## src/lgge_pkg.sv

```systemverilog
// Shared types, constants and helper functions of the lattice growth grid engine.
// No dependencies.
package lgge_pkg;

	localparam int GRID_WIDTH = 64;
	localparam int GRID_ROWS  = 64;
	localparam int COL_W      = 6;
	localparam int ROW_W      = 6;
	localparam int ADDR_W     = COL_W + ROW_W;
	localparam int CELLS      = GRID_WIDTH * GRID_ROWS;
	localparam int RCNT_W     = 7;
	localparam int MUT_W      = 13;
	localparam int CNT_W      = 12;
	localparam logic [MUT_W-1:0] MUT_MAX = 13'd8191;
	localparam logic [RCNT_W-1:0] ROW_FULL = 7'(GRID_WIDTH);

	typedef enum logic [2:0] {
		KIND_CLEAR  = 3'd0,
		KIND_PLACE  = 3'd1,
		KIND_EMPTY  = 3'd2,
		KIND_READ   = 3'd3,
		KIND_PICK   = 3'd4,
		KIND_RETIRE = 3'd5
	} kind_t;

	typedef enum logic [2:0] {
		ST_OK       = 3'd0,
		ST_EMPTIED  = 3'd1,
		ST_FRONT    = 3'd2,
		ST_NO_OCC   = 3'd3,
		ST_NO_EMPTY = 3'd4
	} status_t;

	localparam logic [1:0] CELL_EMPTY  = 2'd0;
	localparam logic [1:0] CELL_WILD   = 2'd1;
	localparam logic [1:0] CELL_MUTANT = 2'd2;

	typedef struct packed {
		logic [2:0]  kind;
		logic [5:0]  x;
		logic [15:0] y;
		logic [1:0]  cell_type;
		logic [15:0] rand_first;
		logic [15:0] rand_second;
	} in_item_t;

	typedef struct packed {
		logic [1:0]  cell_value;
		logic [5:0]  pick_x;
		logic [15:0] pick_y;
		logic [12:0] mutant_count;
		logic [15:0] low_row;
		logic [15:0] high_row;
		logic        row_retired;
		logic [2:0]  status;
	} out_item_t;

	typedef enum logic [3:0] {
		S_INIT,
		S_IDLE,
		S_CLEAR,
		S_ACC_RD,
		S_ACC_EX,
		S_NBR_RD,
		S_PICK1,
		S_PICK1_W,
		S_PICK2,
		S_PICK2_S,
		S_PICK2_W,
		S_RET_RD,
		S_RET_CHK,
		S_RET_SW,
		S_FIN
	} ctrl_state_t;

	typedef struct packed {
		logic             load;
		logic             acc_rd;
		logic             acc_ex;
		logic             nbr_rd;
		logic             pick_chk;
		logic             mod_start;
		logic             mod_sel;
		logic             take_k1;
		logic             near_ld;
		logic             take_pick;
		logic             ret_rd;
		logic             row_sweep;
		logic             ret_commit;
		logic             clr_sweep;
		logic             clr_commit;
		logic             load_out;
		logic [CNT_W-1:0] cnt;
	} dp_cmd_t;

	typedef struct packed {
		logic row_absent;
		logic pick_fail;
		logic mod_done;
		logic ret_ok;
	} dp_stat_t;

	// Neighbor order: dx outer, dy inner, center skipped. Codes 0,1,2 mean -1,0,+1.
	function automatic logic [1:0] nbr_dx(input logic [2:0] idx);
		logic [1:0] r;
		case (idx)
			3'd0, 3'd1, 3'd2: r = 2'd0;
			3'd3, 3'd4:       r = 2'd1;
			default:          r = 2'd2;
		endcase
		return r;
	endfunction

	function automatic logic [1:0] nbr_dy(input logic [2:0] idx);
		logic [1:0] r;
		case (idx)
			3'd0, 3'd3, 3'd5: r = 2'd0;
			3'd1, 3'd6:       r = 2'd1;
			default:          r = 2'd2;
		endcase
		return r;
	endfunction

	function automatic logic [1:0] abs_diff2(input logic [1:0] a, input logic [1:0] b);
		return (a > b) ? (a - b) : (b - a);
	endfunction

	// Index of the k-th set bit of mask, counting from bit 0.
	function automatic logic [2:0] sel_kth(input logic [7:0] mask, input logic [2:0] k);
		logic [3:0] seen;
		logic [2:0] r;
		seen = '0;
		r = '0;
		for (int i = 0; i < 8; i++) begin
			if (mask[i]) begin
				if (seen == {1'b0, k})
					r = 3'(i);
				seen = seen + 4'd1;
			end
		end
		return r;
	endfunction

endpackage

```

## src/lgge_ctrl.sv

```systemverilog
// Controller state machine of the lattice growth grid engine.
// Depends on lgge_pkg; drives the datapath through dp_cmd_t.
module lgge_ctrl
	import lgge_pkg::*;
(
	input  logic     clk,
	input  logic     arst_n,
	input  logic     in_valid,
	input  logic [2:0] in_kind,
	output logic     in_ready,
	output logic     out_valid,
	input  logic     out_ready,
	input  dp_stat_t stat,
	output dp_cmd_t  cmd
);

	ctrl_state_t      state_q, state_d;
	logic [CNT_W-1:0] cnt_q, cnt_d;
	logic             out_valid_q;

	always_ff @(posedge clk or negedge arst_n) begin
		if (!arst_n) begin
			state_q     <= S_INIT;
			cnt_q       <= '0;
			out_valid_q <= 1'b0;
		end else begin
			state_q <= state_d;
			cnt_q   <= cnt_d;
			if (cmd.load_out)
				out_valid_q <= 1'b1;
			else if (out_ready)
				out_valid_q <= 1'b0;
		end
	end

	always_comb begin
		state_d  = state_q;
		cnt_d    = cnt_q;
		cmd      = '0;
		cmd.cnt  = cnt_q;
		in_ready = 1'b0;
		unique case (state_q)
			S_INIT, S_CLEAR: begin
				cmd.clr_sweep = 1'b1;
				cnt_d = cnt_q + 12'd1;
				if (cnt_q == 12'(CELLS - 1)) begin
					cnt_d = '0;
					if (state_q == S_INIT) begin
						state_d = S_IDLE;
					end else begin
						cmd.clr_commit = 1'b1;
						state_d = S_FIN;
					end
				end
			end
			S_IDLE: begin
				in_ready = 1'b1;
				cnt_d = '0;
				if (in_valid) begin
					cmd.load = 1'b1;
					case (in_kind)
						KIND_CLEAR:                       state_d = S_CLEAR;
						KIND_PLACE, KIND_EMPTY, KIND_READ: state_d = S_ACC_RD;
						KIND_PICK:                        state_d = S_NBR_RD;
						KIND_RETIRE:                      state_d = S_RET_RD;
						default:                          state_d = S_FIN;
					endcase
				end
			end
			S_ACC_RD: begin
				cmd.acc_rd = 1'b1;
				state_d = stat.row_absent ? S_FIN : S_ACC_EX;
			end
			S_ACC_EX: begin
				cmd.acc_ex = 1'b1;
				state_d = S_FIN;
			end
			S_NBR_RD: begin
				cmd.nbr_rd = 1'b1;
				cnt_d = cnt_q + 12'd1;
				if (cnt_q == 12'd8) begin
					cnt_d = '0;
					state_d = S_PICK1;
				end
			end
			S_PICK1: begin
				cmd.pick_chk = 1'b1;
				if (stat.pick_fail) begin
					state_d = S_FIN;
				end else begin
					cmd.mod_start = 1'b1;
					state_d = S_PICK1_W;
				end
			end
			S_PICK1_W: begin
				if (stat.mod_done) begin
					cmd.take_k1 = 1'b1;
					state_d = S_PICK2;
				end
			end
			S_PICK2: begin
				cmd.near_ld = 1'b1;
				state_d = S_PICK2_S;
			end
			S_PICK2_S: begin
				cmd.mod_start = 1'b1;
				cmd.mod_sel = 1'b1;
				state_d = S_PICK2_W;
			end
			S_PICK2_W: begin
				cmd.mod_sel = 1'b1;
				if (stat.mod_done) begin
					cmd.take_pick = 1'b1;
					state_d = S_FIN;
				end
			end
			S_RET_RD: begin
				cmd.ret_rd = 1'b1;
				cnt_d = cnt_q + 12'd1;
				if (cnt_q == 12'd3) begin
					cnt_d = '0;
					state_d = S_RET_CHK;
				end
			end
			S_RET_CHK: begin
				cnt_d = '0;
				state_d = stat.ret_ok ? S_RET_SW : S_FIN;
			end
			S_RET_SW: begin
				cmd.row_sweep = 1'b1;
				cnt_d = cnt_q + 12'd1;
				if (cnt_q == 12'(GRID_WIDTH - 1)) begin
					cnt_d = '0;
					cmd.ret_commit = 1'b1;
					state_d = S_FIN;
				end
			end
			S_FIN: begin
				if (!out_valid_q || out_ready) begin
					cmd.load_out = 1'b1;
					state_d = S_IDLE;
				end
			end
			default: state_d = S_INIT;
		endcase
	end

	assign out_valid = out_valid_q;

endmodule

```

## config.mk

```make
export PLATFORM = sky130hd
export DESIGN_NAME = lgge_ctrl
export DESIGN_NICKNAME = d
export VERILOG_FILES = /design/src/lgge_pkg.sv /design/src/lgge_ctrl.sv
export SDC_FILE = /design/constraint.sdc
export NUM_CORES = 1
export LEC_CHECK = 0
export BUFFER_PORTS_ARGS = -buffer_cell sky130_fd_sc_hd__buf_2
export CORE_MARGIN = 2
export CORE_UTILIZATION = 52
export CTS_CLUSTER_DIAMETER = 200
export DETAILED_ROUTE_END_ITERATION = 10
export PLACE_DENSITY_LB_ADDON = 0.3
export REMOVE_ABC_BUFFERS = 1
export SLEW_MARGIN = 20
export SYNTH_ARGS = -nofsm -noshare
export SYNTH_HDL_FRONTEND = slang
export SYNTH_SLANG_ARGS = --single-unit
```

## constraint.sdc

```tcl
create_clock -name clk -period 2.2 [get_ports clk]
set_input_delay 0.11 -clock clk [delete_from_list [all_inputs] [get_ports clk]]
set_output_delay 0.11 -clock clk [all_outputs]
set_load 0.03 [all_outputs]
```

# Word-level counts from Yosys, hierarchy flattened
# Cells that the tools add are included.
word_totals:
  register_bits: 17
  latch_bits: 0
  ram_bits: 0
  mem_bits_ro: 0
  inputBits: 11
  out_inout_bits: 30
  wordCells: 89
  memories: 0
classes:
  addsub: 1
  multipliers: 0
  div: 0
  magnitude_cmp: 0
  n_eq_ne: 31
  n_shift: 0
  mux: 43
  n_bitwise: 0
  reduce_logical: 11
op_table:
  columns: ["cell", "count"]
  rows:
  - ["case mux 12 bit (5 select lines)", 1]
  - ["case mux 4 bit (14 select lines)", 1]
  - ["2-to-1 mux 12 bit", 4]
  - ["2-to-1 mux 4 bit", 11]
  - ["equality test 4 bit (second input constant)", 7]
  - ["2-to-1 mux 1 bit", 21]
  - ["equality test 4 x 3 -> 1 bit (second input constant)", 4]
  - ["inequality test 2 bit (second input constant)", 8]
  - ["case mux 4 bit (4 select lines)", 1]
  - ["adder 12 x 1 -> 12 bit (second input constant)", 1]
  - ["equality test 12 bit (second input constant)", 1]
  - ["equality test 12 x 2 -> 1 bit (second input constant)", 1]
  - ["equality test 12 x 4 -> 1 bit (second input constant)", 1]
  - ["equality test 12 x 6 -> 1 bit (second input constant)", 1]
  - ["equality test 4 x 2 -> 1 bit (second input constant)", 2]
  - ["AND reduction 8 bit", 1]
  - ["equality test 3 x 2 -> 1 bit (second input constant)", 2]
  - ["equality test 3 bit (second input constant)", 2]
  - ["2-to-1 mux 2 bit", 3]
  - ["OR reduction 2 bit", 3]
  - ["nonzero test 5 bit", 1]
  - ["equality test 4 x 1 -> 1 bit (second input constant)", 1]
  - ["zero test 4 bit", 1]
  - ["equality test 3 x 1 -> 1 bit (second input constant)", 1]
  - ["6 further kinds", 6]

# Logic depth before layout (Yosys ltp)
depth:
  word_depth: 5
  mapped_depth: 9
  ltp_nobuf: 8

# Least setup slack after synthesis
# Ideal clock, no wire load.
synth_timing:
  path_kind: "flip-flop to flip-flop"
  from: "reg state_q[2]"
  to: "reg state_q[0]"
  t_arrival_ps: 2261
  t_required_ps: 2075
  slack_ps: -186
  path_stages_with_launch: 8
  period_less_slack_ps: 2386
  cell_sequence: "dfrtp_1 buf_2 buf_2 nor3_1 nand2_1 nand4_2 a31o_1 mux2_4"
synth_between:
  elab_chain_cells: 4
synth_rtl:
  columns: ["element", "line_no", "source"]
  rows:
  - ["start: declaration", "lgge_ctrl.sv:17", "ctrl_state_t state_q, state_d;"]
  - ["start signal: assignment", "lgge_ctrl.sv:27", "state_q <= state_d;"]
  - ["equality test 4 x 2 -> 1 bit / zero test 4 bit (equally long branches)", "lgge_ctrl.sv:42, lgge_ctrl.sv:48", null]
  - ["OR reduction 2 bit / 2-to-1 mux 4 bit (equally long branches)", "lgge_ctrl.sv:42, lgge_ctrl.sv:48", null]
  - ["inequality test 2 bit (no line) / 2-to-1 mux 4 bit (equally long branches)", null, null]
  - ["AND reduction 8 bit (no line) / case mux 4 bit (14 select lines) (equally long branches)", null, null]
# Parallel ways exist; a longest one is shown, timed or not. The select of a mux whose other input is x is not followed.
# A chain may end at the register's enable or synchronous reset.

# Worst setup path in the final report
layout_timing:
  from: "reg state_q[0]"
  to: "reg state_q[3]"
# Same word-level chain as after synthesis.

==> results.txt <==
The fraction of layout cells with a size suffix above 1 was 0.313; the clock period minus worst slack was 2.17 ns. The run gives 2.41 ns as the endpoint required time on the critical path. The cell taking the most area after synthesis was sky130_fd_sc_hd__dfrtp_1. The effective utilization at floorplan was 0.560; the initial antenna violation count was 0. At the pin with the least slew margin, the transition time is 0.429 ns. Data arrives at the worst endpoint at 2.38 ns. The HPWL reported at the end of detailed placement is 2930 um. By startpoint and endpoint, the worst setup path is classified as flop to flop.

The worst relative slew slack came out at 0.714. Power density relative to cell area: 301 nW/um2. Maximum number of pins on one net before global-route repair: 26.

The total number of yosys warnings was 0; the detailed-route vias per instance was 6.12. The synthesis-stage register bit count was 17. Clock skew on the completed layout was measured at 0.00282 ns.

For the number of nets with antenna violations after detailed routing, the log shows 0. The number of H-tree levels is 1. Counting every sink on the clock net gives 17. Dividing the detail-routed wire length by the instance count gives 15.9 um.

The run finished with clean final reports. Summed over all layers, the routed wires come to 4090 um. Clock slew seen by the registers of the worst setup and hold paths: 0.12 ns. By area the synthesized netlist is led by sky130_fd_sc_hd__dfrtp_1 30%, sky130_fd_sc_hd__a21oi_1 5.7%, sky130_fd_sc_hd__nand2_1 5.0%, sky130_fd_sc_hd__nand2b_1 4.4%, sky130_fd_sc_hd__o21ai_0 4.3%. TritonCTS created 3 clock buffers. The clock latency on the worst-skew pair was 0.31 ns; the total routing resource utilization after global routing was 0.260. The die extent in x was 56.1 um.

0 antenna diodes ended up in the layout. The largest driver fanout on the critical path works out to 17. Setup repair after global routing could not meet its margin everywhere. Summing internal, switching and leakage power gives 0.532 mW. The number of max-capacitance violations reported was 0. After the last flow step, the layout net total stands at 241.

For the via count of the first global-routing pass, the log shows 1406. The tools report the post-synthesis instance area as 1410 um2. The tools report the number of distinct library cells after synthesis as 49. In this run the worst hold path is classified as primary input to flop. Row generation in the floorplan step produced 18 rows. Setup violations remaining at the end of the flow were counted as 0.

STA classifies the critical path endpoint as a flop. The detailed router finished its first iteration with 84 violations. The first-pass iteration count of the detailed router was 4; the fraction of registers with async set/reset was 1.00. The nature of the critical path startpoint was a flop.

The gate count of the mapped netlist was 180. The share of the yosys chip area belonging to registers was 0.301; the fraction of post-synthesis cell area in the top cell type by area was 0.301. Total negative setup slack: 0 ns. The number of I/O pins is 41, and the core area is 2520 um2. The final number of hold-violating endpoints was 0; the post-route fraction of the period consumed by the critical path was 0.986.

No sink is reached through more buffers than the 2 on the longest clock path. TritonCTS built the clock tree. For this run, design rule violations remaining after detail routing come to 0. The cell leakage power was 0.847 nW.

Setup slack of the critical path after layout: 0.0310 ns. The area growth from synthesis to layout is 25.2%. The first global-routing pass estimated 6620 um of wire. The highest achievable clock rate is 461 MHz, and the die height is 56.1 um. For this run the aggregate overflow at the end of global routing stands at 0. The floorplan step defined a die boundary enclosing 3150 um2. The worst-case IR drop observed on VDD is 300 uV. Buffers placed on the I/O ports in this run total 40.

Averaged over all synthesized cells, the footprint is 7.85 um2. Routability-driven placement finished with a final weighted congestion of 0.867. The utilization of the core after routing was 0.701.

The tools report the master cell of the clock root buffer as sky130_fd_sc_hd__clkbuf_4. The tools report the total count of max-transition violations in the final report as 0. Among all flip-flop cells after synthesis, the most frequent one is sky130_fd_sc_hd__dfrtp_1. The run gives 0.0697 ns as the placement-stage worst setup slack.

Via count: 1574. The synthesized design contains 0 enable-type register cells.
==> registers in the layout, indices dropped and copies added (netlist names) <==
signal and flops:
cnt_q 12, state_q 4, out_valid 1
==> synthesized netlist by cell type (2+ instances only) <==
master                      n
sky130_fd_sc_hd__a21oi_1   16
sky130_fd_sc_hd__a221o_1    2
sky130_fd_sc_hd__a22o_1     3
sky130_fd_sc_hd__and2_1     3
sky130_fd_sc_hd__and3_1     3
sky130_fd_sc_hd__buf_2      8
sky130_fd_sc_hd__clkbuf_1   4
sky130_fd_sc_hd__dfrtp_1   17
sky130_fd_sc_hd__ha_1       2
sky130_fd_sc_hd__inv_1      9
sky130_fd_sc_hd__mux2_4     2
sky130_fd_sc_hd__mux2i_1    2
sky130_fd_sc_hd__nand2_1   19
sky130_fd_sc_hd__nand2b_1  10
sky130_fd_sc_hd__nand3_1    7
sky130_fd_sc_hd__nand4_1    4
sky130_fd_sc_hd__nor2_1    12
sky130_fd_sc_hd__nor2b_1    2
sky130_fd_sc_hd__nor3_1    10
sky130_fd_sc_hd__nor4_1     2
sky130_fd_sc_hd__o211ai_1   3
sky130_fd_sc_hd__o21ai_0   12
sky130_fd_sc_hd__or3_1      2
==> where the power goes <==
| group | internal, mW | switching, mW |
|---|---|---|
| clock network | 0.0694 | 0.125 |
| logic | 0.0103 | 0.0154 |
| registers | 0.312 | 0.0000000000000000434 |
| total | 0.392 | 0.140 |
==> logic make-up after synthesis <==
| group | share of synthesized area |
|---|---|
| xor gates and xnor gates | 0.0124 |
| muxes | 0.0354 |
| buffers and inverters | 0.0655 |
| adders and majority gates | 0.0177 |
| AOI/OAI and AO/OA | 0.241 |
| and+or+nand+nor | 0.327 |
| DFF | 0.301 |
==> critical path, stage by stage (launching register included) <==
cell	delay, ns
sky130_fd_sc_hd__dfrtp_1	0.50
sky130_fd_sc_hd__buf_4	0.27
sky130_fd_sc_hd__nand2b_1	0.19
sky130_fd_sc_hd__nor3_1	0.34
sky130_fd_sc_hd__a21oi_1	0.15
sky130_fd_sc_hd__nand4_2	0.12
sky130_fd_sc_hd__a31o_1	0.18
sky130_fd_sc_hd__mux2_4	0.32
==> metal layers <==
metal,wire length [um],part of all wire,GRT usage,vias up
met5,0,0,0,-
met4,84,0.021,0.0714,0
met3,285,0.070,0.0279,12
met2,1990,0.49,0.430,68
met1,1730,0.42,0.357,740
li1,-,-,-,754
==> path summary, 6_finish.rpt <==
check	from	to	slack, ns	depth (start not counted)
worst max register to register	state_q[0]$_DFFE_PN0P_	state_q[3]$_DFFE_PN0P_	0.03	7
min in group asynchronous	arst_n	cnt_q[9]$_DFFE_PN0P_	0.24	2
max in group asynchronous	arst_n	state_q[1]$_DFFE_PN0P_	1.65	2
worst min register to register	state_q[1]$_DFFE_PN0P_	state_q[1]$_DFFE_PN0P_	0.54	1
worst max-delay path	state_q[0]$_DFFE_PN0P_	state_q[3]$_DFFE_PN0P_	0.03	7
worst min-delay path	out_ready	out_valid$_DFFE_PN0P_	0.09	3
==> placed cells by master, fill, tap and decap left out, types with 3 or more instances in the layout <==
cell / count
sky130_fd_sc_hd__buf_2: 40
sky130_fd_sc_hd__nand2b_1: 10
sky130_fd_sc_hd__and2_1: 3
sky130_fd_sc_hd__inv_1: 9
sky130_fd_sc_hd__nor2_1: 12
sky130_fd_sc_hd__dfrtp_1: 15
sky130_fd_sc_hd__buf_4: 14
sky130_fd_sc_hd__a21oi_1: 16
sky130_fd_sc_hd__and3_1: 3
sky130_fd_sc_hd__o211ai_1: 3
sky130_fd_sc_hd__clkbuf_4: 3
sky130_fd_sc_hd__nand4_1: 4
sky130_fd_sc_hd__nand3_1: 7
sky130_fd_sc_hd__nor3_1: 10
sky130_fd_sc_hd__nand2_1: 19
sky130_fd_sc_hd__a22o_1: 3
sky130_fd_sc_hd__o21ai_0: 12
==> final cells by class <==
type | count | area (um2)
well taps | 30 | 37.5
clock buffers | 3 | 22.5
repair buffers | 56 | 327
clock inverters | 1 | 7.51
fillers | 211 | 754
flip-flops and latches | 17 | 428
multi-input cells | 141 | 912
inverters | 9 | 33.8
==> through the flow <==
stage,instances,area [um2],hold slack (ns)
after floorplan,167,1350,-0.186
after global placement,247,1670,0.0489
after detailed placement,247,1670,0.0646
after CTS,252,1710,0.0928
after global routing,257,1770,0.124
final,257,1770,0.0876
==> timing repair <==
item | 4_1_cts | 5_1_grt
endpoints found under the setup margin | 0 | 11
setup buffers | 0 | 5
hold buffers | 1 | 0
hold endpoints to repair | 17 | 0
resized for setup | 0 | 6
Note: power is estimated with default switching activity, not from simulation.
